==> config.mk <==
export PLATFORM = sky130hd
export DESIGN_NAME = lcx_tail
export DESIGN_NICKNAME = d
export VERILOG_FILES = /design/src/rtl/lcx_pkg.sv /design/src/rtl/lcx_tail.sv
export SDC_FILE = /design/constraint.sdc
export NUM_CORES = 1
export LEC_CHECK = 0
export BUFFER_PORTS_ARGS = -buffer_cell sky130_fd_sc_hd__buf_2
export CAP_MARGIN = 20
export CORE_ASPECT_RATIO = 0.7
export CORE_MARGIN = 10
export CORE_UTILIZATION = 30
export CTS_CLUSTER_SIZE = 8
export DETAILED_ROUTE_END_ITERATION = 10
export PLACE_DENSITY = 0.55
export SYNTH_ARGS = -nofsm -noshare
export SYNTH_HDL_FRONTEND = slang
export SYNTH_SLANG_ARGS = --single-unit
export TNS_END_PERCENT = 30
==> constraint.sdc <==
create_clock -name clock -period 6.15 [get_ports clock]
set_clock_uncertainty 0.05 [all_clocks]
set_input_delay 0.615 -clock clock [delete_from_list [all_inputs] [get_ports clock]]
set_output_delay 0.615 -clock clock [all_outputs]
set_load 0.03 [all_outputs]
==> src/rtl/lcx_pkg.sv <==
// Shared types, constants and the power table builder for the lux calculator.
package lcx_pkg;

   localparam int POW_TABLE_ENTRIES = 256;

   localparam int CNT_W      = 16;
   localparam int LUX_W      = 15;
   localparam int SEG_W      = 3;
   localparam int RATIO_W    = 16;
   localparam int FRAC_W     = 15;
   localparam int POW_W      = 16;
   localparam int POW_IDX_W  = $clog2(POW_TABLE_ENTRIES + 1);
   localparam int POS_W      = FRAC_W + POW_IDX_W;
   localparam int COEF_W     = 20;
   localparam int CMP_W      = 24;
   localparam int LIN_W      = 35;
   localparam int PROD_W     = 2 * CNT_W;
   localparam int WIDE_W     = COEF_W + PROD_W;
   localparam int SUB_SHIFT  = 16;
   localparam int SUB_W      = WIDE_W - SUB_SHIFT;
   localparam int D_W        = 37;
   localparam int LUX_FRAC   = 20;
   localparam int LUXQ_W     = D_W - LUX_FRAC;
   localparam int DIV_STEPS  = 2;
   localparam int DIV_STAGES = RATIO_W / DIV_STEPS;

   // Lux coefficients in Q24.
   localparam logic [COEF_W-1:0] COEF_A1 = 20'd510027;
   localparam logic [COEF_W-1:0] COEF_B1 = 20'd1040187;
   localparam logic [COEF_W-1:0] COEF_A2 = 20'd375810;
   localparam logic [COEF_W-1:0] COEF_B2 = 20'd520094;
   localparam logic [COEF_W-1:0] COEF_A3 = 20'd214748;
   localparam logic [COEF_W-1:0] COEF_B3 = 20'd256691;
   localparam logic [COEF_W-1:0] COEF_A4 = 20'd24495;
   localparam logic [COEF_W-1:0] COEF_B4 = 20'd18790;

   // Ratio breakpoints in hundredths.
   localparam logic [7:0] RATIO_SCALE = 8'd100;
   localparam logic [7:0] BREAK_1     = 8'd50;
   localparam logic [7:0] BREAK_2     = 8'd61;
   localparam logic [7:0] BREAK_3     = 8'd80;
   localparam logic [7:0] BREAK_4     = 8'd130;

   localparam logic [LUX_W-1:0] LUX_MAX = '1;

   typedef enum logic [SEG_W-1:0] {
      SEG_NONE  = 3'd0,
      SEG_ONE   = 3'd1,
      SEG_TWO   = 3'd2,
      SEG_THREE = 3'd3,
      SEG_FOUR  = 3'd4,
      SEG_OVER  = 3'd5
   } seg_type;

   typedef struct packed {
      seg_type             seg;
      logic [CNT_W-1:0]    ch0;
      logic [LIN_W-1:0]    pa;
      logic [LIN_W-1:0]    pb;
   } side_type;

   typedef struct packed {
      logic [CNT_W-1:0] ch1;
      side_type         side;
   } front_type;

   typedef logic [POW_TABLE_ENTRIES:0][POW_W-1:0] pow_rom_type;

   // Entry i holds x^1.4 in Q16 at x = floor(i * 32768 / N) / 2^16, built from
   // the integer fifth root of x^2 (x^0.4 in Q13).
   function automatic pow_rom_type build_pow_rom();
      pow_rom_type       rom;
      longint unsigned   u;
      longint unsigned   target;
      longint unsigned   lo;
      longint unsigned   hi;
      longint unsigned   mid;
      for (int i = 0; i <= POW_TABLE_ENTRIES; i++) begin
         u      = (longint'(i) * 64'd32768) / POW_TABLE_ENTRIES;
         target = (u * u) << 33;
         lo     = 0;
         hi     = 6300;
         for (int j = 0; j < 16; j++) begin
            if (lo < hi) begin
               mid = (lo + hi + 1) >> 1;
               if (mid * mid * mid * mid * mid <= target) begin
                  lo = mid;
               end else begin
                  hi = mid - 1;
               end
            end
         end
         rom[i] = POW_W'((u * lo) >> 13);
      end
      return rom;
   endfunction

endpackage

==> src/rtl/lcx_tail.sv <==
// Tail stages: signed Q24 lux sum, then scaling to sixteenths with clamping.
module lcx_tail
   import lcx_pkg::*;
(
   input  logic             clock,
   input  logic             reset,
   input  logic             in_valid,
   output logic             in_ready,
   input  logic [SUB_W-1:0] in_sub,
   input  side_type         in_side,
   output logic             out_valid,
   input  logic             out_ready,
   output logic [LUX_W-1:0] out_lux,
   output seg_type          out_seg
);

   logic             dif_vld_ff, dif_vld_in;
   logic [D_W-1:0]   dif_d_ff, dif_d_in;
   seg_type          dif_seg_ff, dif_seg_in;
   logic             res_vld_ff, res_vld_in;
   logic [LUX_W-1:0] res_lux_ff, res_lux_in;
   seg_type          res_seg_ff, res_seg_in;
   logic             dif_ready;
   logic             res_ready;
   logic [LUXQ_W-1:0] lux_q;

   assign res_ready = !res_vld_ff || out_ready;
   assign dif_ready = !dif_vld_ff || res_ready;
   assign in_ready  = dif_ready;
   assign out_valid = res_vld_ff;
   assign out_lux   = res_lux_ff;
   assign out_seg   = res_seg_ff;

   // Segments without a formula carry zero products, so they give zero here.
   always_comb begin
      dif_vld_in = dif_vld_ff;
      dif_d_in   = dif_d_ff;
      dif_seg_in = dif_seg_ff;
      if (dif_ready) begin
         dif_vld_in = in_valid;
         dif_d_in   = D_W'(in_side.pa) - D_W'(in_side.pb)
                      - ((in_side.seg == SEG_ONE) ? D_W'(in_sub) : D_W'(0));
         dif_seg_in = in_side.seg;
      end
   end

   always_comb begin
      lux_q      = dif_d_ff[D_W-1:LUX_FRAC];
      res_vld_in = res_vld_ff;
      res_lux_in = res_lux_ff;
      res_seg_in = res_seg_ff;
      if (res_ready) begin
         res_vld_in = dif_vld_ff;
         res_seg_in = dif_seg_ff;
         if (dif_d_ff[D_W-1] || dif_d_ff == '0) begin
            res_lux_in = '0;
         end else if (lux_q > LUXQ_W'(LUX_MAX)) begin
            res_lux_in = LUX_MAX;
         end else begin
            res_lux_in = lux_q[LUX_W-1:0];
         end
      end
   end

   always_ff @(posedge clock) begin
      if (reset) begin
         dif_vld_ff <= 1'b0;
         res_vld_ff <= 1'b0;
      end else begin
         dif_vld_ff <= dif_vld_in;
         res_vld_ff <= res_vld_in;
      end
      dif_d_ff   <= dif_d_in;
      dif_seg_ff <= dif_seg_in;
      res_lux_ff <= res_lux_in;
      res_seg_ff <= res_seg_in;
   end

endmodule
==> impl_metrics.json <==
{
  "status": "complete, no violations",
  "startpoint_type": "input port",
  "ys_types": 66,
  "place_congestion": 0.829,
  "vias": 5609,
  "die_h_um": 141,
  "critPathKind": "in2reg",
  "setup-violations-final": 0,
  "cp_common_cell": "a21o_1",
  "grt_overflow": 0,
  "path_clk_slew_ps": 50,
  "synth_async_sr_flop_share_pct": 0,
  "rows": 44,
  "max-cap-violations": 0,
  "drtPass1Iterations": 5,
  "antennaDiodeCount": 0,
  "slowest_delay_ps": 430,
  "cts_hold_buf": 0,
  "critPathSlowestCell": "ha_1",
  "comb_power_share_pct": 46.8,
  "cts_sinks": 60,
  "fmax_ghz": 0.200,
  "power.clock.fraction_pct": 22.2,
  "grtUsageTotal_pct": 12.7,
  "drive_gt1_share_pct": 20.2,
  "synth-seq-area-share_pct": 28.6,
  "dpl.hpwl_um": 14700,
  "drtAntennaViolNets": 0,
  "ys_warn_count": 0,
  "dieArea_um2": 27100,
  "slew_viol_final": 0,
  "slew_headroom_pct": 36.3,
  "grt_pass1_vias": 5356,
  "syn_nets": 946,
  "hp-class": "reg2reg",
  "ctsLongestPathBuffers": 2,
  "rsz0062_at_grt": "false",
  "critPathRequiredTime_ps": 6250,
  "tns_ps": 0,
  "internal-power_mw": 1.47,
  "irDropWorstVdd_v": 0.000151,
  "synth_area_per_cell_um2": 8.39,
  "cts-root-buf": "clkbuf_16",
  "min_period_over_period_pct": 81.4,
  "ys_ff_latch": 60,
  "syn_to_final_growth_pct": 20.3,
  "routed_wl_um": 17500,
  "first_iter_violations": 349,
  "synth_cells": 744,
  "cp.arrival_ps": 5100,
  "remaining_drc_errors": 0,
  "dp.cells": 1131,
  "cts_tree": "built",
  "tightestPinTransition_ps": 953,
  "syn_area_um2": 6240,
  "endpoint_kind": "flop",
  "path_cells": "buf_2, inv_1, ha_1, inv_1, fa_1, a21o_1, a221oi_2, buf_4, nor4_2, o31ai_2, a211oi_1, nand4_1, nand2_1, xor2_1, ha_1, a21o_1, a21o_1, a21o_1, nand3_1, a21oi_1, a211oi_1, mux2_2, a311oi_1",
  "grt_max_degree": 42,
  "cp_max_fo": 8,
  "viasPerCell": 4.89,
  "cts_max_level": 3,
  "wl_per_cell_um": 15.3,
  "hold_viol": 0,
  "ios": 149,
  "grt_pass1_wl_um": 28400,
  "numCtsBuffers": 9,
  "seq_power_share_pct": 31.0,
  "clk_latency_ps": 330,
  "post-route-min-period_ps": 5010,
  "final_cells": 1147,
  "die_w_um": 192,
  "switching_share_pct": 39.2,
  "antenna_found_initial": 0,
  "cts-resized-gates": 0,
  "p_switching_uw": 948,
  "num-nets-final": 1068,
  "core-area_um2": 20600,
  "synth_edf_count": 58,
  "io_buffers": 132,
  "start_util_pct": 30.3,
  "p_per_area_nw_per_um2": 322,
  "leakage_nw": 3.38,
  "cts_setup_buffers": 0,
  "synthFlopType": "edfxtp_1"
}
-- synth_stat cells (all sizes together), types with 2 or more instances --
master	count	area [um2]
nor3	13	75.1
or3	5	31.3
a41o	2	20.0
o31ai	4	35.0
a211oi	8	77.6
buf	3	13.8
nor2	76	285
o21bai	14	105
edfxtp	58	1740
nand4	10	62.6
o211a	2	20.0
or2	3	18.8
clkbuf	20	75.1
nor3b	3	22.5
and4	5	43.8
a21boi	3	22.5
nor2b	7	43.8
o311ai	3	33.8
a21o	36	270
nand2	80	300
mux2	2	22.5
a21oi	68	348
fa	2	40.0
o2111a	2	22.5
xnor2	37	324
o21a	6	45.0
a211o	4	35.0
a2111oi	2	30.0
o211ai	8	65.1
nand3	16	80.1
nor4	11	75.1
inv	62	233
and3	7	43.8
xor2	18	158
ha	71	888
dfxtp	2	40.0
a31oi	10	62.6
and2	5	31.3
o21ai	29	149
a41oi	2	17.5
a221oi	5	68.8
o31a	4	36.3
a311oi	2	17.5
nand2b	6	37.5
-- final timing paths --
kind | startpoint | end | slack [ps] | cells after the start
hold reg to reg | dif_seg_ff[0] | out_seg[0] | 370 | 0
hold / removal | dif_seg_ff[0] | out_seg[0] | 370 | 0
setup / recovery | in_side[35] | dif_d_ff[35] | 1140 | 23
setup reg to reg | dif_d_ff[13] | out_lux[14] | 4140 | 5
-- stage by stage --
| stage | hold WS, ps | power (mW) | instance area, um2 | worst slack, ps | utilization, % |
|---|---|---|---|---|---|
| after global routing | 373 | 2.61 | 7500 | 818 | 36.4 |
| final | 365 | 2.42 | 7500 | 1140 | 36.4 |
| after floorplan | 350 | 1.57 | 6240 | 1440 | - |
| after global placement | 351 | 1.88 | 7180 | 832 | 34.9 |
| after CTS | 368 | 2.43 | 7500 | 1120 | 36.4 |
| after detailed placement | 357 | 1.88 | 7180 | 825 | 34.9 |
-- logic make-up after synthesis --
group,count (synthesis),share of synthesized area (%)
AND/OR/NAND/NOR,248,18.6
AO/OA/AOI/OAI,220,24.6
buffers and inverters,85,5.15
adder cells (fa/ha/maj),73,14.9
flip-flops,60,28.6
XOR/XNOR,55,7.72
multiplexers,3,0.521
-- layout by cell type, fill, tap and decap left out, types with 26 or more instances in the layout --
cell	instances
nor2_1	76
xnor2_1	37
buf_2	132
edfxtp_1	58
ha_1	71
a21oi_1	66
a21o_1	36
inv_1	62
nand2_1	79
o21ai_0	26
-- critical path, delay by kind of cell --
family          cells  cell delay [ps]
fa+ha+maj           3              980
buf+inv             4              380
mux                 1              390
compound gates     10             2240
xor+xnor            1              150
simple gates        4              350
-- area by class of cell --
class | instances | area [um2]
multi-input combinational | 599 | 4140
tap | 276 | 345
fill | 2188 | 13100
clock buffer | 9 | 225
timing repair buffer | 134 | 676
inverter | 62 | 233
clock inverter | 7 | 98.8
sequential | 60 | 1780
-- metal layers --
metal / vias to the layer above / global-route usage [%] / wire length [um] / part of all wire (%)
met2: 158 / 16.4 / 6380 / 36
met1: 2489 / 20.3 / 9850 / 56
met5: - / 0 / 0 / 0
met4: 0 / 2.44 / 113 / 0.65
li1: 2952 / - / - / -
met3: 10 / 2.96 / 1150 / 6.6
-- registers in the layout, summed over array words and instances, names as in the netlist --
register	count
out_lux	15
out_seg	3
out_valid	1
dif_seg_ff	3
dif_d_ff	37
dif_vld_ff	1
-- power by group through the flow --
stage	sequential [mW]	clock [mW]	combinational (mW)
2_1_floorplan	0.823	0	0.745
3_3_place_gp	0.754	0	1.12
3_5_place_dp	0.759	0	1.12
4_1_cts	0.752	0.551	1.13
5_1_grt	0.771	0.570	1.26
6_report	0.749	0.537	1.13
(Power assumes the default switching activity.)
