==> config.mk <==
export PLATFORM = sky130hd
export DESIGN_NAME = lcx_front
export DESIGN_NICKNAME = d
export VERILOG_FILES = /design/src/rtl/lcx_pkg.sv /design/src/rtl/lcx_front.sv
export SDC_FILE = /design/constraint.sdc
export NUM_CORES = 2
export LEC_CHECK = 0
export ABC_AREA = 1
export BUFFER_PORTS_ARGS = -buffer_cell sky130_fd_sc_hd__buf_2
export CAP_MARGIN = 40
export CELL_PAD_IN_SITES_DETAIL_PLACEMENT = 0
export CELL_PAD_IN_SITES_GLOBAL_PLACEMENT = 2
export CORE_MARGIN = 2
export CORE_UTILIZATION = 42
export CTS_BUF_LIST = sky130_fd_sc_hd__clkbuf_8
export CTS_CLUSTER_DIAMETER = 120
export DETAILED_ROUTE_END_ITERATION = 6
export PLACE_DENSITY_LB_ADDON = 0.1
export SETUP_SLACK_MARGIN = 0.4
export SYNTH_ARGS = -nofsm -noshare
export SYNTH_HDL_FRONTEND = slang
export SYNTH_SLANG_ARGS = --single-unit
==> constraint.sdc <==
create_clock -name clock -period 7.6 [get_ports clock]
set_input_delay 0.38 -clock clock [delete_from_list [all_inputs] [get_ports clock]]
set_output_delay 0.38 -clock clock [all_outputs]
set_load 0.01 [all_outputs]
==> src/rtl/lcx_pkg.sv <==
// Shared types, constants and the power table builder for the lux calculator.
package lcx_pkg;

   localparam int POW_TABLE_ENTRIES = 256;

   localparam int CNT_W      = 16;
   localparam int LUX_W      = 15;
   localparam int SEG_W      = 3;
   localparam int RATIO_W    = 16;
   localparam int FRAC_W     = 15;
   localparam int POW_W      = 16;
   localparam int POW_IDX_W  = $clog2(POW_TABLE_ENTRIES + 1);
   localparam int POS_W      = FRAC_W + POW_IDX_W;
   localparam int COEF_W     = 20;
   localparam int CMP_W      = 24;
   localparam int LIN_W      = 35;
   localparam int PROD_W     = 2 * CNT_W;
   localparam int WIDE_W     = COEF_W + PROD_W;
   localparam int SUB_SHIFT  = 16;
   localparam int SUB_W      = WIDE_W - SUB_SHIFT;
   localparam int D_W        = 37;
   localparam int LUX_FRAC   = 20;
   localparam int LUXQ_W     = D_W - LUX_FRAC;
   localparam int DIV_STEPS  = 2;
   localparam int DIV_STAGES = RATIO_W / DIV_STEPS;

   // Lux coefficients in Q24.
   localparam logic [COEF_W-1:0] COEF_A1 = 20'd510027;
   localparam logic [COEF_W-1:0] COEF_B1 = 20'd1040187;
   localparam logic [COEF_W-1:0] COEF_A2 = 20'd375810;
   localparam logic [COEF_W-1:0] COEF_B2 = 20'd520094;
   localparam logic [COEF_W-1:0] COEF_A3 = 20'd214748;
   localparam logic [COEF_W-1:0] COEF_B3 = 20'd256691;
   localparam logic [COEF_W-1:0] COEF_A4 = 20'd24495;
   localparam logic [COEF_W-1:0] COEF_B4 = 20'd18790;

   // Ratio breakpoints in hundredths.
   localparam logic [7:0] RATIO_SCALE = 8'd100;
   localparam logic [7:0] BREAK_1     = 8'd50;
   localparam logic [7:0] BREAK_2     = 8'd61;
   localparam logic [7:0] BREAK_3     = 8'd80;
   localparam logic [7:0] BREAK_4     = 8'd130;

   localparam logic [LUX_W-1:0] LUX_MAX = '1;

   typedef enum logic [SEG_W-1:0] {
      SEG_NONE  = 3'd0,
      SEG_ONE   = 3'd1,
      SEG_TWO   = 3'd2,
      SEG_THREE = 3'd3,
      SEG_FOUR  = 3'd4,
      SEG_OVER  = 3'd5
   } seg_type;

   typedef struct packed {
      seg_type             seg;
      logic [CNT_W-1:0]    ch0;
      logic [LIN_W-1:0]    pa;
      logic [LIN_W-1:0]    pb;
   } side_type;

   typedef struct packed {
      logic [CNT_W-1:0] ch1;
      side_type         side;
   } front_type;

   typedef logic [POW_TABLE_ENTRIES:0][POW_W-1:0] pow_rom_type;

   // Entry i holds x^1.4 in Q16 at x = floor(i * 32768 / N) / 2^16, built from
   // the integer fifth root of x^2 (x^0.4 in Q13).
   function automatic pow_rom_type build_pow_rom();
      pow_rom_type       rom;
      longint unsigned   u;
      longint unsigned   target;
      longint unsigned   lo;
      longint unsigned   hi;
      longint unsigned   mid;
      for (int i = 0; i <= POW_TABLE_ENTRIES; i++) begin
         u      = (longint'(i) * 64'd32768) / POW_TABLE_ENTRIES;
         target = (u * u) << 33;
         lo     = 0;
         hi     = 6300;
         for (int j = 0; j < 16; j++) begin
            if (lo < hi) begin
               mid = (lo + hi + 1) >> 1;
               if (mid * mid * mid * mid * mid <= target) begin
                  lo = mid;
               end else begin
                  hi = mid - 1;
               end
            end
         end
         rom[i] = POW_W'((u * lo) >> 13);
      end
      return rom;
   endfunction

endpackage

==> src/rtl/lcx_front.sv <==
// Front stages: segment classification and the linear lux products.
module lcx_front
   import lcx_pkg::*;
(
   input  logic             clock,
   input  logic             reset,
   input  logic             in_valid,
   output logic             in_ready,
   input  logic [CNT_W-1:0] in_ch0,
   input  logic [CNT_W-1:0] in_ch1,
   output logic             out_valid,
   input  logic             out_ready,
   output front_type        out_item
);

   logic             cls_vld_ff, cls_vld_in;
   logic [CNT_W-1:0] cls_ch0_ff, cls_ch0_in;
   logic [CNT_W-1:0] cls_ch1_ff, cls_ch1_in;
   seg_type          cls_seg_ff, cls_seg_in;
   logic             prd_vld_ff, prd_vld_in;
   front_type        prd_item_ff, prd_item_in;
   logic             cls_ready;
   logic             prd_ready;
   logic [CMP_W-1:0] scaled_ch1;
   logic [COEF_W-1:0] a_sel;
   logic [COEF_W-1:0] b_sel;
   seg_type          seg_new;

   assign prd_ready = !prd_vld_ff || out_ready;
   assign cls_ready = !cls_vld_ff || prd_ready;
   assign in_ready  = cls_ready;
   assign out_valid = prd_vld_ff;
   assign out_item  = prd_item_ff;

   // Each breakpoint is an exact test of ch1 * 100 <= K * ch0.
   always_comb begin
      scaled_ch1 = CMP_W'(in_ch1) * CMP_W'(RATIO_SCALE);
      if (in_ch0 == '0 || in_ch1 == '0) begin
         seg_new = SEG_NONE;
      end else if (scaled_ch1 <= CMP_W'(in_ch0) * CMP_W'(BREAK_1)) begin
         seg_new = SEG_ONE;
      end else if (scaled_ch1 <= CMP_W'(in_ch0) * CMP_W'(BREAK_2)) begin
         seg_new = SEG_TWO;
      end else if (scaled_ch1 <= CMP_W'(in_ch0) * CMP_W'(BREAK_3)) begin
         seg_new = SEG_THREE;
      end else if (scaled_ch1 <= CMP_W'(in_ch0) * CMP_W'(BREAK_4)) begin
         seg_new = SEG_FOUR;
      end else begin
         seg_new = SEG_OVER;
      end

      cls_vld_in = cls_vld_ff;
      cls_ch0_in = cls_ch0_ff;
      cls_ch1_in = cls_ch1_ff;
      cls_seg_in = cls_seg_ff;
      if (cls_ready) begin
         cls_vld_in = in_valid;
         cls_ch0_in = in_ch0;
         cls_ch1_in = in_ch1;
         cls_seg_in = seg_new;
      end
   end

   // Segment one only takes its a*ch0 term here; its curved term comes later.
   always_comb begin
      case (cls_seg_ff)
         SEG_ONE: begin
            a_sel = COEF_A1;
            b_sel = '0;
         end
         SEG_TWO: begin
            a_sel = COEF_A2;
            b_sel = COEF_B2;
         end
         SEG_THREE: begin
            a_sel = COEF_A3;
            b_sel = COEF_B3;
         end
         SEG_FOUR: begin
            a_sel = COEF_A4;
            b_sel = COEF_B4;
         end
         default: begin
            a_sel = '0;
            b_sel = '0;
         end
      endcase

      prd_vld_in  = prd_vld_ff;
      prd_item_in = prd_item_ff;
      if (prd_ready) begin
         prd_vld_in           = cls_vld_ff;
         prd_item_in.ch1      = cls_ch1_ff;
         prd_item_in.side.seg = cls_seg_ff;
         prd_item_in.side.ch0 = cls_ch0_ff;
         prd_item_in.side.pa  = LIN_W'(a_sel) * LIN_W'(cls_ch0_ff);
         prd_item_in.side.pb  = LIN_W'(b_sel) * LIN_W'(cls_ch1_ff);
      end
   end

   always_ff @(posedge clock) begin
      if (reset) begin
         cls_vld_ff <= 1'b0;
         prd_vld_ff <= 1'b0;
      end else begin
         cls_vld_ff <= cls_vld_in;
         prd_vld_ff <= prd_vld_in;
      end
      cls_ch0_ff  <= cls_ch0_in;
      cls_ch1_ff  <= cls_ch1_in;
      cls_seg_ff  <= cls_seg_in;
      prd_item_ff <= prd_item_in;
   end

endmodule

==> results.toml <==
[outcome]
status = "finished clean"

[cells_and_area]
layout.filler_cells = 7329
num-nets-final = 4655
layout.core_utilization_pct = 45.8
layout-drive-gt1-share_pct = 9.04
area_used_by_multi_input_combinational_logic_um2 = 23500
register_area_um2 = 4240
areaGrowthSynthToFinish_pct = 8.24

[timing]
slew_violations = 0
achievable-frequency_ghz = 0.146
rsz0062_at_grt = "no"
maxSlewHeadroom_pct = 41.2
worstMarginPinSlew_ns = 0.882
fin_tns_setup_ns = 0
final.setup_skew_ns = 0.0344
final_min_period_over_clock_period_pct = 90.2
finalHoldViolCount = 0
final-setup-viol-count = 0
whs_ns = 0.0544
layout_min_cycle_time_ns = 6.85
final.setup.worst_slack_ns = 0.745

[worst_setup_path]
worstSetupPathType = "reg -> reg"
maximum_fanout_along_the_worst_path = 25
crit_arrival_ns = 7.16
crit_path_end_kind = "register"
crit_required_ns = 7.91
start_kind = "register"

[placement]
io_buffers = 142
place.gp.congestion = 0.978
dp_worst_setup_slack_ns = 0.551
hpwl_um = 86800

[grt]
maximum_number_of_pins_on_one_net_before_global_route_repair = 57
grt_util_all_layers_pct = 26.5
grt_antenna_before_repair = 4
first_global_vias = 25105
grt-ovfl-total = 0
global_route_wire_length_before_repair_um = 152000

[logic_synthesis]
synthTopCellsByCount = "inv_1 (879), fa_1 (516), ha_1 (509), nand2_1 (433), nor2_1 (274)"
netlist-cell-type-count = 60
ys_seq_area_share_pct = 13.6
asyncSetResetFlopFracSynth_pct = 0
synth-edff-count = 140
post-synth-top-area-cell = "fa_1"
synth_fp_nets = 4476
yosysMostFrequentCell = "inv_1"
synth_seq_cells = 142
synth_warn = 0
postSynthCellCount = 3415
synth_top_flop_cell = "edfxtp_1"
synth_largest_type_area_fraction_pct = 33.0
synth_area_leaders = "fa_1 (33%), ha_1 (20%), edfxtp_1 (13%)"
synth_cell_area_um2 = 31300
syn-mean-instance-area_um2 = 9.17

[clock_network]
tritoncts_clock_tree = "done"
path_clk_slew_ns = 0.10
tritoncts.num_buffers = 17
worstSkewPairLatency_ns = 0.60
clock_path_buffers = 2
root_buffer = "clkbuf_8"
clkSinkCount = 142
htreeDepth = 4

[drt]
route.vias.total = 23094
routedWlPerCell_um = 21.5
antenna_violating_nets_post_route = 0
avgViaCountPerCell = 5.04
drt_first_iter_violations = 1358
remaining_drc_errors = 0
wl_um = 98500
drt_first_pass_iters = 5

[floorplan]
die_x_extent_um = 277
design.die.area_um2 = 76800
io_pins = 143
die_h_um = 277
core_area_um2 = 74100
placement_rows = 100
initial_core_util_pct = 42.3

[run]
max_cap_viol_count = 0

[hold_path]
worst_hold_path_type = "in -> reg"
[critical path, cell delays in order, from the launching register on]
cell and delay [ns]:
edfxtp_1 0.51, nor2_4 0.19, inv_4 0.13, nor2_8 0.19, inv_6 0.15, nand2_8 0.18, nor2_4 0.08, buf_4 0.18
inv_2 0.16, nand2_1 0.10, fa_1 0.56, inv_1 0.05, fa_1 0.49, fa_1 0.58, fa_1 0.44, fa_1 0.50
inv_1 0.05, fa_1 0.47, inv_1 0.05, ha_1 0.41, nand2_1 0.14, nor2_1 0.11, inv_1 0.05, nor3_1 0.24
nand3_1 0.14, nand3_2 0.15, a31oi_1 0.11, xor2_1 0.16
[path summary, 6_finish.rpt]
| path | to | cells past startpoint | slack (ns) | startpoint |
|---|---|---|---|---|
| max | out_item[69] | 27 | 0.75 | cls_seg_ff[2] |
| min | cls_ch1_ff[13] | 1 | 0.05 | in_ch1[13] |
| max reg2reg | out_item[69] | 27 | 0.75 | cls_seg_ff[2] |
| min reg2reg | out_valid | 2 | 0.45 | cls_vld_ff |
[area by class of cell]
type	count	share of cell area, %
antenna	2	0.0148
inverter	907	10.1
multi-input combinational	2343	69.5
sequential	142	12.5
clock buffer	17	0.690
timing repair buffer	183	3.09
tap	969	3.58
clock inverter	15	0.543
[stage by stage]
step           instances  instance area, µm²
2_1_floorplan       3415               31300
3_3_place_gp        4532               33300
3_5_place_dp        4537               33400
4_1_cts             4575               33900
5_1_grt             4577               33900
6_report            4578               33900
[sequential cells by signal, summed over array words and instances, names as in the netlist]
register and cells:
cls_ch0_ff 16, cls_ch1_ff 16, cls_seg_ff 3, cls_vld_ff 1
out_item 105, out_valid 1
[logic make-up (layout without fill, tap and decap cells)]
logic type | count (synthesis) | count (layout) | synth area share [%]
compound gates | 324 | 324 | 6.30
xor+xnor | 136 | 136 | 3.80
fa+ha+maj | 1025 | 1025 | 53.3
buf+inv | 930 | 1122 | 11.4
flops | 142 | 142 | 13.6
other cells | 0 | 2 | 0
simple gates | 858 | 858 | 11.7
[layer usage]
metal	GRT usage [%]	wire, µm	up-vias
li1	-	-	10911
met1	36.7	45700	11603
met2	44.1	46300	486
met3	2.95	4150	94
met4	7.32	2300	0
met5	0	0	-
[repair_timing]
item	in CTS	in global routing
setup buffers	0	1
resized for setup	0	8
hold buffers	6	0
endpoints found under the hold margin	6	0
endpoints found under the setup margin	0	17
[placed cells by master (no fill, tap or decap), types with 4 or more instances in the layout]
master           n
nor2_4          10
nor2_2          12
a31oi_2          4
o21bai_1        10
nand4_1         27
xnor2_1         49
ha_1           509
nand3_1         47
inv_4            4
a21boi_2         7
nor3_1          19
nand2_1        432
inv_8            6
fa_1           516
edfxtp_1       140
o21a_1           4
clkbuf_8        17
a21o_1          11
dlygate4sd3_1    6
a21oi_1        155
nand3_2          6
a31oi_1         12
xor2_1          87
o21ai_2         16
inv_1          879
nor2_1         271
inv_2           18
a21oi_2         10
nor4_1           5
o21ai_0         59
buf_4           34
buf_2          142
clkinv_1         5
clkinv_8         5
nand2_2         12
o21ai_1         12
Power is not shown: default switching activity piles up to over one toggle a cycle in this logic, so the estimate is an artifact.
