**src/rtl/lcx_pkg.sv**
```systemverilog
// Shared types, constants and the power table builder for the lux calculator.
package lcx_pkg;

   localparam int POW_TABLE_ENTRIES = 256;

   localparam int CNT_W      = 16;
   localparam int LUX_W      = 15;
   localparam int SEG_W      = 3;
   localparam int RATIO_W    = 16;
   localparam int FRAC_W     = 15;
   localparam int POW_W      = 16;
   localparam int POW_IDX_W  = $clog2(POW_TABLE_ENTRIES + 1);
   localparam int POS_W      = FRAC_W + POW_IDX_W;
   localparam int COEF_W     = 20;
   localparam int CMP_W      = 24;
   localparam int LIN_W      = 35;
   localparam int PROD_W     = 2 * CNT_W;
   localparam int WIDE_W     = COEF_W + PROD_W;
   localparam int SUB_SHIFT  = 16;
   localparam int SUB_W      = WIDE_W - SUB_SHIFT;
   localparam int D_W        = 37;
   localparam int LUX_FRAC   = 20;
   localparam int LUXQ_W     = D_W - LUX_FRAC;
   localparam int DIV_STEPS  = 2;
   localparam int DIV_STAGES = RATIO_W / DIV_STEPS;

   // Lux coefficients in Q24.
   localparam logic [COEF_W-1:0] COEF_A1 = 20'd510027;
   localparam logic [COEF_W-1:0] COEF_B1 = 20'd1040187;
   localparam logic [COEF_W-1:0] COEF_A2 = 20'd375810;
   localparam logic [COEF_W-1:0] COEF_B2 = 20'd520094;
   localparam logic [COEF_W-1:0] COEF_A3 = 20'd214748;
   localparam logic [COEF_W-1:0] COEF_B3 = 20'd256691;
   localparam logic [COEF_W-1:0] COEF_A4 = 20'd24495;
   localparam logic [COEF_W-1:0] COEF_B4 = 20'd18790;

   // Ratio breakpoints in hundredths.
   localparam logic [7:0] RATIO_SCALE = 8'd100;
   localparam logic [7:0] BREAK_1     = 8'd50;
   localparam logic [7:0] BREAK_2     = 8'd61;
   localparam logic [7:0] BREAK_3     = 8'd80;
   localparam logic [7:0] BREAK_4     = 8'd130;

   localparam logic [LUX_W-1:0] LUX_MAX = '1;

   typedef enum logic [SEG_W-1:0] {
      SEG_NONE  = 3'd0,
      SEG_ONE   = 3'd1,
      SEG_TWO   = 3'd2,
      SEG_THREE = 3'd3,
      SEG_FOUR  = 3'd4,
      SEG_OVER  = 3'd5
   } seg_type;

   typedef struct packed {
      seg_type             seg;
      logic [CNT_W-1:0]    ch0;
      logic [LIN_W-1:0]    pa;
      logic [LIN_W-1:0]    pb;
   } side_type;

   typedef struct packed {
      logic [CNT_W-1:0] ch1;
      side_type         side;
   } front_type;

   typedef logic [POW_TABLE_ENTRIES:0][POW_W-1:0] pow_rom_type;

   // Entry i holds x^1.4 in Q16 at x = floor(i * 32768 / N) / 2^16, built from
   // the integer fifth root of x^2 (x^0.4 in Q13).
   function automatic pow_rom_type build_pow_rom();
      pow_rom_type       rom;
      longint unsigned   u;
      longint unsigned   target;
      longint unsigned   lo;
      longint unsigned   hi;
      longint unsigned   mid;
      for (int i = 0; i <= POW_TABLE_ENTRIES; i++) begin
         u      = (longint'(i) * 64'd32768) / POW_TABLE_ENTRIES;
         target = (u * u) << 33;
         lo     = 0;
         hi     = 6300;
         for (int j = 0; j < 16; j++) begin
            if (lo < hi) begin
               mid = (lo + hi + 1) >> 1;
               if (mid * mid * mid * mid * mid <= target) begin
                  lo = mid;
               end else begin
                  hi = mid - 1;
               end
            end
         end
         rom[i] = POW_W'((u * lo) >> 13);
      end
      return rom;
   endfunction

endpackage

```
**src/rtl/lcx_div.sv**
```systemverilog
// Pipelined restoring divider for the Q16 ratio ch1 / ch0, two quotient bits per stage.
module lcx_div
   import lcx_pkg::*;
(
   input  logic               clock,
   input  logic               reset,
   input  logic               in_valid,
   output logic               in_ready,
   input  front_type          in_item,
   output logic               out_valid,
   input  logic               out_ready,
   output logic [RATIO_W-1:0] out_ratio,
   output side_type           out_side
);

   logic [DIV_STAGES-1:0] vld_ff, vld_in;
   logic [DIV_STAGES:0]   rdy;
   logic [CNT_W-1:0]      rem_ff  [DIV_STAGES];
   logic [CNT_W-1:0]      rem_in  [DIV_STAGES];
   logic [RATIO_W-1:0]    quo_ff  [DIV_STAGES];
   logic [RATIO_W-1:0]    quo_in  [DIV_STAGES];
   side_type              side_ff [DIV_STAGES];
   side_type              side_in [DIV_STAGES];

   always_comb begin
      rdy[DIV_STAGES] = out_ready;
      for (int k = DIV_STAGES - 1; k >= 0; k--) begin
         rdy[k] = !vld_ff[k] || rdy[k+1];
      end
   end

   assign in_ready  = rdy[0];
   assign out_valid = vld_ff[DIV_STAGES-1];
   assign out_ratio = quo_ff[DIV_STAGES-1];
   assign out_side  = side_ff[DIV_STAGES-1];

   // The ratio is only used when ch1 < ch0, so the remainder starts at ch1 and
   // the leading quotient bits are all zero.
   always_comb begin
      logic               src_vld;
      logic [CNT_W-1:0]   rem_t;
      logic [RATIO_W-1:0] quo_t;
      side_type           side_t;
      logic [CNT_W:0]     trial;
      for (int k = 0; k < DIV_STAGES; k++) begin
         if (k == 0) begin
            src_vld = in_valid;
            rem_t   = in_item.ch1;
            quo_t   = '0;
            side_t  = in_item.side;
         end else begin
            src_vld = vld_ff[k-1];
            rem_t   = rem_ff[k-1];
            quo_t   = quo_ff[k-1];
            side_t  = side_ff[k-1];
         end
         for (int j = 0; j < DIV_STEPS; j++) begin
            trial = {rem_t, 1'b0};
            if (trial >= {1'b0, side_t.ch0}) begin
               trial = trial - {1'b0, side_t.ch0};
               quo_t = {quo_t[RATIO_W-2:0], 1'b1};
            end else begin
               quo_t = {quo_t[RATIO_W-2:0], 1'b0};
            end
            rem_t = trial[CNT_W-1:0];
         end
         if (rdy[k]) begin
            vld_in[k]  = src_vld;
            rem_in[k]  = rem_t;
            quo_in[k]  = quo_t;
            side_in[k] = side_t;
         end else begin
            vld_in[k]  = vld_ff[k];
            rem_in[k]  = rem_ff[k];
            quo_in[k]  = quo_ff[k];
            side_in[k] = side_ff[k];
         end
      end
   end

   always_ff @(posedge clock) begin
      if (reset) begin
         vld_ff <= '0;
      end else begin
         vld_ff <= vld_in;
      end
      rem_ff  <= rem_in;
      quo_ff  <= quo_in;
      side_ff <= side_in;
   end

endmodule

```
**config.mk**
```make
export PLATFORM = sky130hd
export DESIGN_NAME = lcx_div
export DESIGN_NICKNAME = d
export VERILOG_FILES = /design/src/rtl/lcx_pkg.sv /design/src/rtl/lcx_div.sv
export SDC_FILE = /design/constraint.sdc
export NUM_CORES = 1
export LEC_CHECK = 0
export ABC_AREA = 1
export BUFFER_PORTS_ARGS = -buffer_cell sky130_fd_sc_hd__buf_2
export CAP_MARGIN = 20
export CORE_MARGIN = 5
export CORE_UTILIZATION = 45
export DETAILED_ROUTE_END_ITERATION = 10
export GPL_TIMING_DRIVEN = 0
export PLACE_DENSITY = 0.63
export RECOVER_POWER = 100
export SYNTH_ARGS = -nofsm -noshare
export SYNTH_HDL_FRONTEND = slang
export SYNTH_SLANG_ARGS = --single-unit
export TNS_END_PERCENT = 20
```
**constraint.sdc**
```tcl
create_clock -name clock -period 23.5 [get_ports clock]
set_input_delay 2.35 -clock clock [delete_from_list [all_inputs] [get_ports clock]]
set_output_delay 2.35 -clock clock [all_outputs]
set_load 0.05 [all_outputs]
```
==> results of run 1 <==
## worst paths after layout
| kind | start | slack, ns | depth (start not counted) | to |
|---|---|---|---|---|
| worst max-delay path | out_ready | 8.17 | 13 | in_ready |
| worst min register to register | side_ff[457]$_DFFE_PP_ | 0.39 | 0 | side_ff[368]$_DFFE_PP_ |
| worst min-delay path | side_ff[457]$_DFFE_PP_ | 0.39 | 0 | side_ff[368]$_DFFE_PP_ |
| worst max register to register | vld_ff[7]$_SDFFE_PP0P_ | 10.79 | 12 | quo_ff[99]$_DFFE_PP_ |
## cell usage after synthesis, drive strengths merged (29+ instances only)
library cell / n / share of area
nand2: 1291 / 0.11
edfxtp: 896 / 0.60
inv: 481 / 0.040
nand3: 341 / 0.043
ha: 248 / 0.069
nor2: 224 / 0.021
a21oi: 193 / 0.022
buf: 143 / 0.024
o21ai: 91 / 0.010
xor2: 91 / 0.018
nand4: 49 / 0.0068
or2: 38 / 0.0053
xnor2: 33 / 0.0064
nand3b: 29 / 0.0048
nor3: 29 / 0.0035
## registers in the layout, indices dropped and copies added (netlist names)
name,flops
out_side,89
out_ratio,16
quo_ff,56
vld_ff,8
side_ff,623
rem_ff,112
## cell type report
type / instances / area (um2)
fill: 9154 / 49300
sequential: 904 / 27100
multi-input combinational: 2739 / 15000
clock buffer: 121 / 2530
inverter: 484 / 1830
tap: 1298 / 1620
buffer: 144 / 1020
timing repair buffer: 225 / 960
clock inverter: 53 / 566
## stage by stage
stage	hold WS, ns	util	cells	cell area (um2)	TNS (ns)
floorplan	0.400	-	4271	45100	0
CTS	0.394	0.513	5968	51300	0
finish	0.393	0.506	5968	50500	0
global placement	0.400	0.479	5783	47800	-0.224
global route	0.394	0.506	5968	50500	0
detailed placement	0.405	0.482	5794	48200	0
## power breakdown
group | switching (mW) | internal [mW] | leakage, nW
clock | 0.615 | 0.843 | 1.49
sequential | 0.119 | 2.15 | 9.53
combinational | 2.46 | 1.29 | 11.6
## worst max-delay path, cell delays in order
cell      delay, ns
buf_2          0.07
nor2_1         0.12
nand2_1        1.12
nor2_1         0.17
nand2_1        0.63
clkbuf_1       2.29
nor2_1         0.28
nand2_1        0.71
clkbuf_1       2.02
nor2_1         0.21
nand2_1        2.05
buf_16         0.34
clkbuf_1       0.51
## logic make-up (layout without fill, tap and decap cells)
logic type | count (synthesis) | after routing | share of synthesized area
flops | 904 | 904 | 0.600
compound gates | 343 | 343 | 0.0425
fa+ha+maj | 256 | 256 | 0.0723
simple gates | 2016 | 2016 | 0.196
buf+inv | 628 | 1027 | 0.0650
xor+xnor | 124 | 124 | 0.0241
## metal layers
layer / vias to the layer above / track usage / part of all wire
met4: 0 / 0.0565 / 0.026
met3: 159 / 0.0260 / 0.048
met2: 703 / 0.326 / 0.46
li1: 15034 / - / -
met5: - / 0 / 0
met1: 13946 / 0.279 / 0.46
==> summary.txt, run 1 <==
Floorplanning
  • Core area: 99,900 um2
  • Site Rows: roughly 120
  • DIE AREA: roughly 110,000 um2
  • Die span in y: 327 um
  • Io pins: 216
  • Die extent in x: roughly 330 um
  • Starting Density: 0.452

Timing
  • Fmax: 65.3 MHz
  • Final Skew: 0.0509 ns
  • Worst slew pin tran: about 5.1 ns
  • Slew Limit Fails: 846
  • RSZ-0062 raised after global routing: no
  • Period utilization: 0.652
  • Worst setup margin: 8.17 ns
  • Slew HR: -2.42
  • Final setup violation count: 0
  • Final hold violations: 0
  • Minimum clock period: ~15 ns

Global route
  • Global-route wire length before repair: 166 mm
  • Antenna violations before repair: 7
  • Gr ovfl total: 0
  • Pin count of the biggest net entering global routing: around 80
  • Gr usage total: 0.198
  • Vias in the first global route: 28,683

CTS
  • Clk_lat worst skew: 0.68 ns
  • CTS Buf Count: 94
  • Post-CTS Hold Buffers: 0
  • Clock root buffer: clkbuf_16
  • CTS tree: built
  • # clock sinks: 904
  • CTS Buffer Depth: 3
  • Post-CTS setup buffers: 0
  • CTS resizes: 0
  • H-Tree Depth: 3
  • Clk pin slew, worst setup/hold paths: around 0.060 ns

Setup path
  • Crit path required time: 21.15 ns
  • WP data arrival: ~13 ns
  • Critical path class: primary input to primary output
  • CP Launch Type: primary input
  • Crit Path Max Fanout: between 50 and 60
  • CP Capture Type: primary output

Route
  • Vias per std cell: 5.00
  • DRT Pass-1 Iters: 7
  • Vias: around 30,000
  • WL per Instance: 18.0 um
  • DRC: 0
  • Number of routed nets with antenna violations: 0
  • Routed WL: 108 mm
  • Detailed Route Iter0 Violations: 2,293

Yosys
  • Syn Nets: 4,636
  • Synth warn: 0
  • Register bit total from synthesis: 904
  • Ys async rst share: 0
  • Synth Cell Area: 45,100 um2
  • Post-synth EDFFs: about 900
  • Post-synthesis sequential area ratio: 0.600
  • Cells after synthesis: approximately 4,300
  • Synth Flop Type: edfxtp_1
  • Post-synthesis cell type count: 55
  • Mean Syn Cell Area: 10.6 um2

Place
  • Dpl hpwl: 82.3 mm
  • Place WS: 13.58 ns
  • RePlAce Congestion: 0.905
  • # port buffers: between 200 and 250

Layout
  • Area Overhead vs Synth: 12.0%
  • Share of post-route cells with drive strength above 1: 0.102
  • Most frequent cells in the layout: nand2_1 (1,272), edfxtp_1 (896), inv_1 (457)
  • Most common cell after layout, fill and taps aside: nand2_1
  • Nets: 4,957
  • N_diodes: 0

Status
  • Status: finished with violations
  • Failing checks: capacitance limit, slew limit

Job
  • Max Cap Violations: 16

Power
  • Total Power: 7.47 mW
  • Pleak: 22.6 nW
  • VDD IR max: 0.0000711 V
  • PwrDens: 148 nW/um2

Worst hold path
  • Hold crit path type: register to register
No activity file was read; power rests on OpenSTA's default activity.
==> run 2: changes to the inputs <==
- ABC_AREA: 1 -> 0
- PLACE_DENSITY: 0.63 -> 0.64
- clock period: 23.5 -> 14.1 ns (I/O delays scaled with it)
==> run 2 against run 1 <==
Effect of this change:
- largest cell class unchanged
- critical path depth shrank 3
- worst setup slack worse by 2.6 ns
- the run still ends with capacitance limit, slew limit left
- routed wire length shrank 22%
- global-route usage decreased by 3.1 points
- register-to-register slack worse by 4.7 ns
- first-iteration DRC count down 26%
- sequential power rose by 68%
- die area is 6.8% lower
- worst hold slack worse by 0.012 ns
==> summary.txt, run 2 <==
Yosys
  • Largest cells by area after synthesis: edfxtp_1 (64%), ha_1 (7.4%), xnor2_1 (2.5%), mux2_2 (2.3%), a21oi_1 (2.1%) (was edfxtp_1 (60%), nand2_1 (10%), ha_1 (6.9%), inv_1 (3.8%), nand3_1 (3.4%))
  • Post-synthesis sequential area ratio: 0.645 (was 0.600)
  • Area leader, netlist: edfxtp_1 (unchanged)
  • Post-synthesis cell type count: 95 (was 55)
  • Syn Nets: 3,363 (was 4,636)
  • Synth warn: 0 (unchanged)
  • Most common cell in the netlist: edfxtp_1 (was nand2_1)
  • Post-synth top cells: edfxtp_1 (896), ha_1 (248), inv_1 (184), a21oi_1 (173), nand2_1 (159) (was nand2_1 (1,262), edfxtp_1 (896), inv_1 (459), nand3_1 (307), ha_1 (248))
  • Post-synth EDFFs: 896 (unchanged)
  • Synth Cell Area: 42,000 um2 (was 45,100 um2)
  • Cells after synthesis: 2,998 (was 4,271)
  • Post-synth top area share: 0.641 (was 0.596)
  • Register bit total from synthesis: 904 (unchanged)
  • Ys async rst share: 0 (unchanged)
  • Mean Syn Cell Area: 14.0 um2 (was 10.6 um2)
  • Synth Flop Type: edfxtp_1 (unchanged)

Floorplanning
  • Die extent in x: 315 um (was 327 um)
  • Die span in y: 315 um (was 327 um)
  • Starting Density: 0.452 (about the same)
  • Core area: 92,900 um2 (was 99,900 um2)
  • Io pins: 216 (unchanged)
  • DIE AREA: 99,400 um2 (was 107,000 um2)
  • Site Rows: 112 (was 116)

CTS
  • CTS Buf Count: 92 (was 94)
  • Post-CTS setup buffers: 0 (unchanged)
  • CTS resizes: 0 (unchanged)
  • # clock sinks: 904 (unchanged)
  • Post-CTS Hold Buffers: 0 (unchanged)
  • H-Tree Depth: 3 (unchanged)
  • Clock root buffer: clkbuf_16 (unchanged)
  • CTS Buffer Depth: 3 (unchanged)
  • Clk_lat worst skew: 0.66 ns (was 0.68 ns)
  • Clk pin slew, worst setup/hold paths: 0.06 ns (about the same)
  • CTS tree: built (unchanged)

Power
  • Int Pwr: 7.71 mW (was 4.28 mW)
  • Seq pwr share: 0.313 (was 0.303)
  • VDD IR max: 0.000107 V (was 0.0000711 V)
  • Sw Share: 0.365 (was 0.428)
  • Clk pwr share: 0.208 (was 0.195)
  • Pleak: 18.7 nW (was 22.6 nW)
  • Sw power: 4.43 mW (was 3.19 mW)
  • Gate power share: 0.479 (was 0.502)
  • PwrDens: 256 nW/um2 (was 148 nW/um2)

Route
  • Number of routed nets with antenna violations: 0 (unchanged)
  • DRT Pass-1 Iters: 7 (unchanged)
  • WL per Instance: 18.1 um (was 18.0 um)
  • Routed WL: 84.3 mm (was 108 mm)
  • Vias: 23,994 (was 29,842)
  • DRC: 0 (unchanged)
  • Vias per std cell: 5.15 (was 5.00)
  • Detailed Route Iter0 Violations: 1,691 (was 2,293)

Place
  • RePlAce Congestion: 0.875 (was 0.905)
  • # port buffers: 214 (unchanged)
  • Dpl hpwl: 62.3 mm (was 82.3 mm)

Timing
  • Setup TNS: 0 ns (unchanged)
  • Slew HR: -2.05 (was -2.42)
  • Worst slew pin tran: 4.57 ns (was 5.12 ns)
  • Minimum clock period: 8.54 ns
  • Final setup violation count: 0 (unchanged)
  • Fmax: between 100 and 150 MHz
  • Slew Limit Fails: 745 (was 846)
  • RSZ-0062 raised after global routing: no (unchanged)
  • Final Skew: 0.0636 ns (was 0.0509 ns)
  • WHS: 0.381 ns (was 0.393 ns)
  • Final hold violations: 0 (unchanged)
  • Period utilization: 0.606

Layout
  • Most common cell after layout, fill and taps aside: edfxtp_1 (was nand2_1)
  • Reg area: 27,100 um2 (unchanged)
  • Nets: 3,688 (was 4,957)
  • Multi-input logic area: 13,000 um2 (was 15,000 um2)
  • Area Overhead vs Synth: 13.3% (was 12.0%)
  • Max reg flops: 623 (unchanged)
  • Share of post-route cells with drive strength above 1: 0.128 (was 0.102)
  • Biggest register: side_ff (unchanged)
  • Most frequent cells in the layout: edfxtp_1 (896), ha_1 (248), clkbuf_1 (209) (was nand2_1 (1,272), edfxtp_1 (896), inv_1 (457))
  • # fillers: 7,931 (was 9,154)

Worst hold path
  • Hold crit path type: register to register (unchanged)
  • Hold depth: 0 (unchanged)
  • Hold Path Sink: quo_ff[24]$_DFFE_PP_ (was side_ff[368]$_DFFE_PP_)
  • Worst hold start: quo_ff[38]$_DFFE_PP_ (was side_ff[457]$_DFFE_PP_)

Setup path
  • RR Endpoint: rem_ff[87]$_DFFE_PP_ (was quo_ff[99]$_DFFE_PP_)
  • Crit path required time: 12.69 ns (was 21.15 ns)
  • Critical path class: primary input to primary output (unchanged)
  • Crit Path Max Fanout: 60 (was 55)
  • WP data arrival: 7.13 ns (was 12.98 ns)
  • CP Launch Type: primary input (unchanged)
  • Reg2reg start: side_ff[605]$_DFFE_PP_ (was vld_ff[7]$_SDFFE_PP0P_)
  • CP Capture Type: primary output (unchanged)
  • FF-to-FF setup slack: 6.04 ns (was 10.79 ns)
  • Reg2Reg Depth: 20 (was 12)

Global route
  • Antenna violations before repair: 6 (was 7)
  • Gr ovfl total: 0 (unchanged)
  • Vias in the first global route: 23,654 (was 28,683)
  • Global-route wire length before repair: 132 mm (was 166 mm)
  • Gr usage total: 0.168 (was 0.198)
  • Pin count of the biggest net entering global routing: 80 (was 81)

Job
  • Max Cap Violations: 14 (was 16)

Status
  • Failing checks: capacitance limit, slew limit (unchanged)
  • Status: finished with violations (unchanged)
run 2: worst max-delay path: stages:
cell	delay [ns]
buf_2	0.08
nor2b_1	0.07
and2_0	0.24
and3_1	0.22
clkbuf_1	0.17
nand4_1	0.36
clkbuf_1	0.70
or2_0	2.96
buf_16	0.28
clkbuf_1	0.51
run 2: per-layer routing:
metal,global-route usage,share of wire,vias to the layer above
met5,0,0,-
met4,0.0424,0.022,0
met3,0.0269,0.051,139
met2,0.275,0.46,527
met1,0.237,0.46,11478
li1,-,-,11850
run 2: metrics by stage:
| stage | total power [mW] | cells | utilization | area [um2] | setup slack (ns) |
|---|---|---|---|---|---|
| 6_report | 12.1 | 4656 | 0.511 | 47500 | 5.56 |
| 5_1_grt | 13.1 | 4656 | 0.511 | 47500 | 5.11 |
| 4_1_cts | 12.4 | 4654 | 0.520 | 48300 | 7.60 |
| 3_5_place_dp | 9.85 | 4483 | 0.485 | 45000 | 7.33 |
| 3_3_place_gp | 9.79 | 4466 | 0.480 | 44600 | 1.44 |
| 2_1_floorplan | 8.59 | 2998 | - | 42000 | 5.17 |
run 2: logic make-up (layout without fill, tap and decap cells):
family                     count (synthesis)  after routing  synth area share
and+or+nand+nor                          568            568            0.0646
adders and majority gates                256            256            0.0778
muxes                                    115            115            0.0317
xor gates and xnor gates                 184            184            0.0384
AOI/OAI and AO/OA                        641            641             0.102
buffers and inverters                    330            732            0.0406
DFF                                      904            904             0.645
other                                      0              2                 0
run 2: power groups by stage:
stage | clock network, mW | logic (mW) | registers, mW
6_report | 2.53 | 5.82 | 3.80
5_1_grt | 2.73 | 6.49 | 3.84
4_1_cts | 2.60 | 6.03 | 3.81
3_5_place_dp | 0 | 5.99 | 3.86
3_3_place_gp | 0 | 5.94 | 3.85
2_1_floorplan | 0 | 4.82 | 3.77
run 2: final cells by class:
class / instances / share of cell area
Timing Repair Buffer: 231 / 0.0205
Clock inverter: 68 / 0.0189
Multi-Input combinational cell: 1764 / 0.274
Buffer: 142 / 0.0197
Inverter: 188 / 0.0149
Clock buffer: 103 / 0.0493
Antenna cell: 2 / 0.000105
Tap cell: 1254 / 0.0330
Sequential cell: 904 / 0.570
run 2: worst max-delay path by stage:
stage	start	endpoint
finish	out_ready	in_ready
global route	out_ready	in_ready
CTS	out_ready	in_ready
detailed placement	in_item[74]	rem_ff[120]$_DFFE_PP_
global placement	out_ready	in_ready
floorplan	out_ready	in_ready
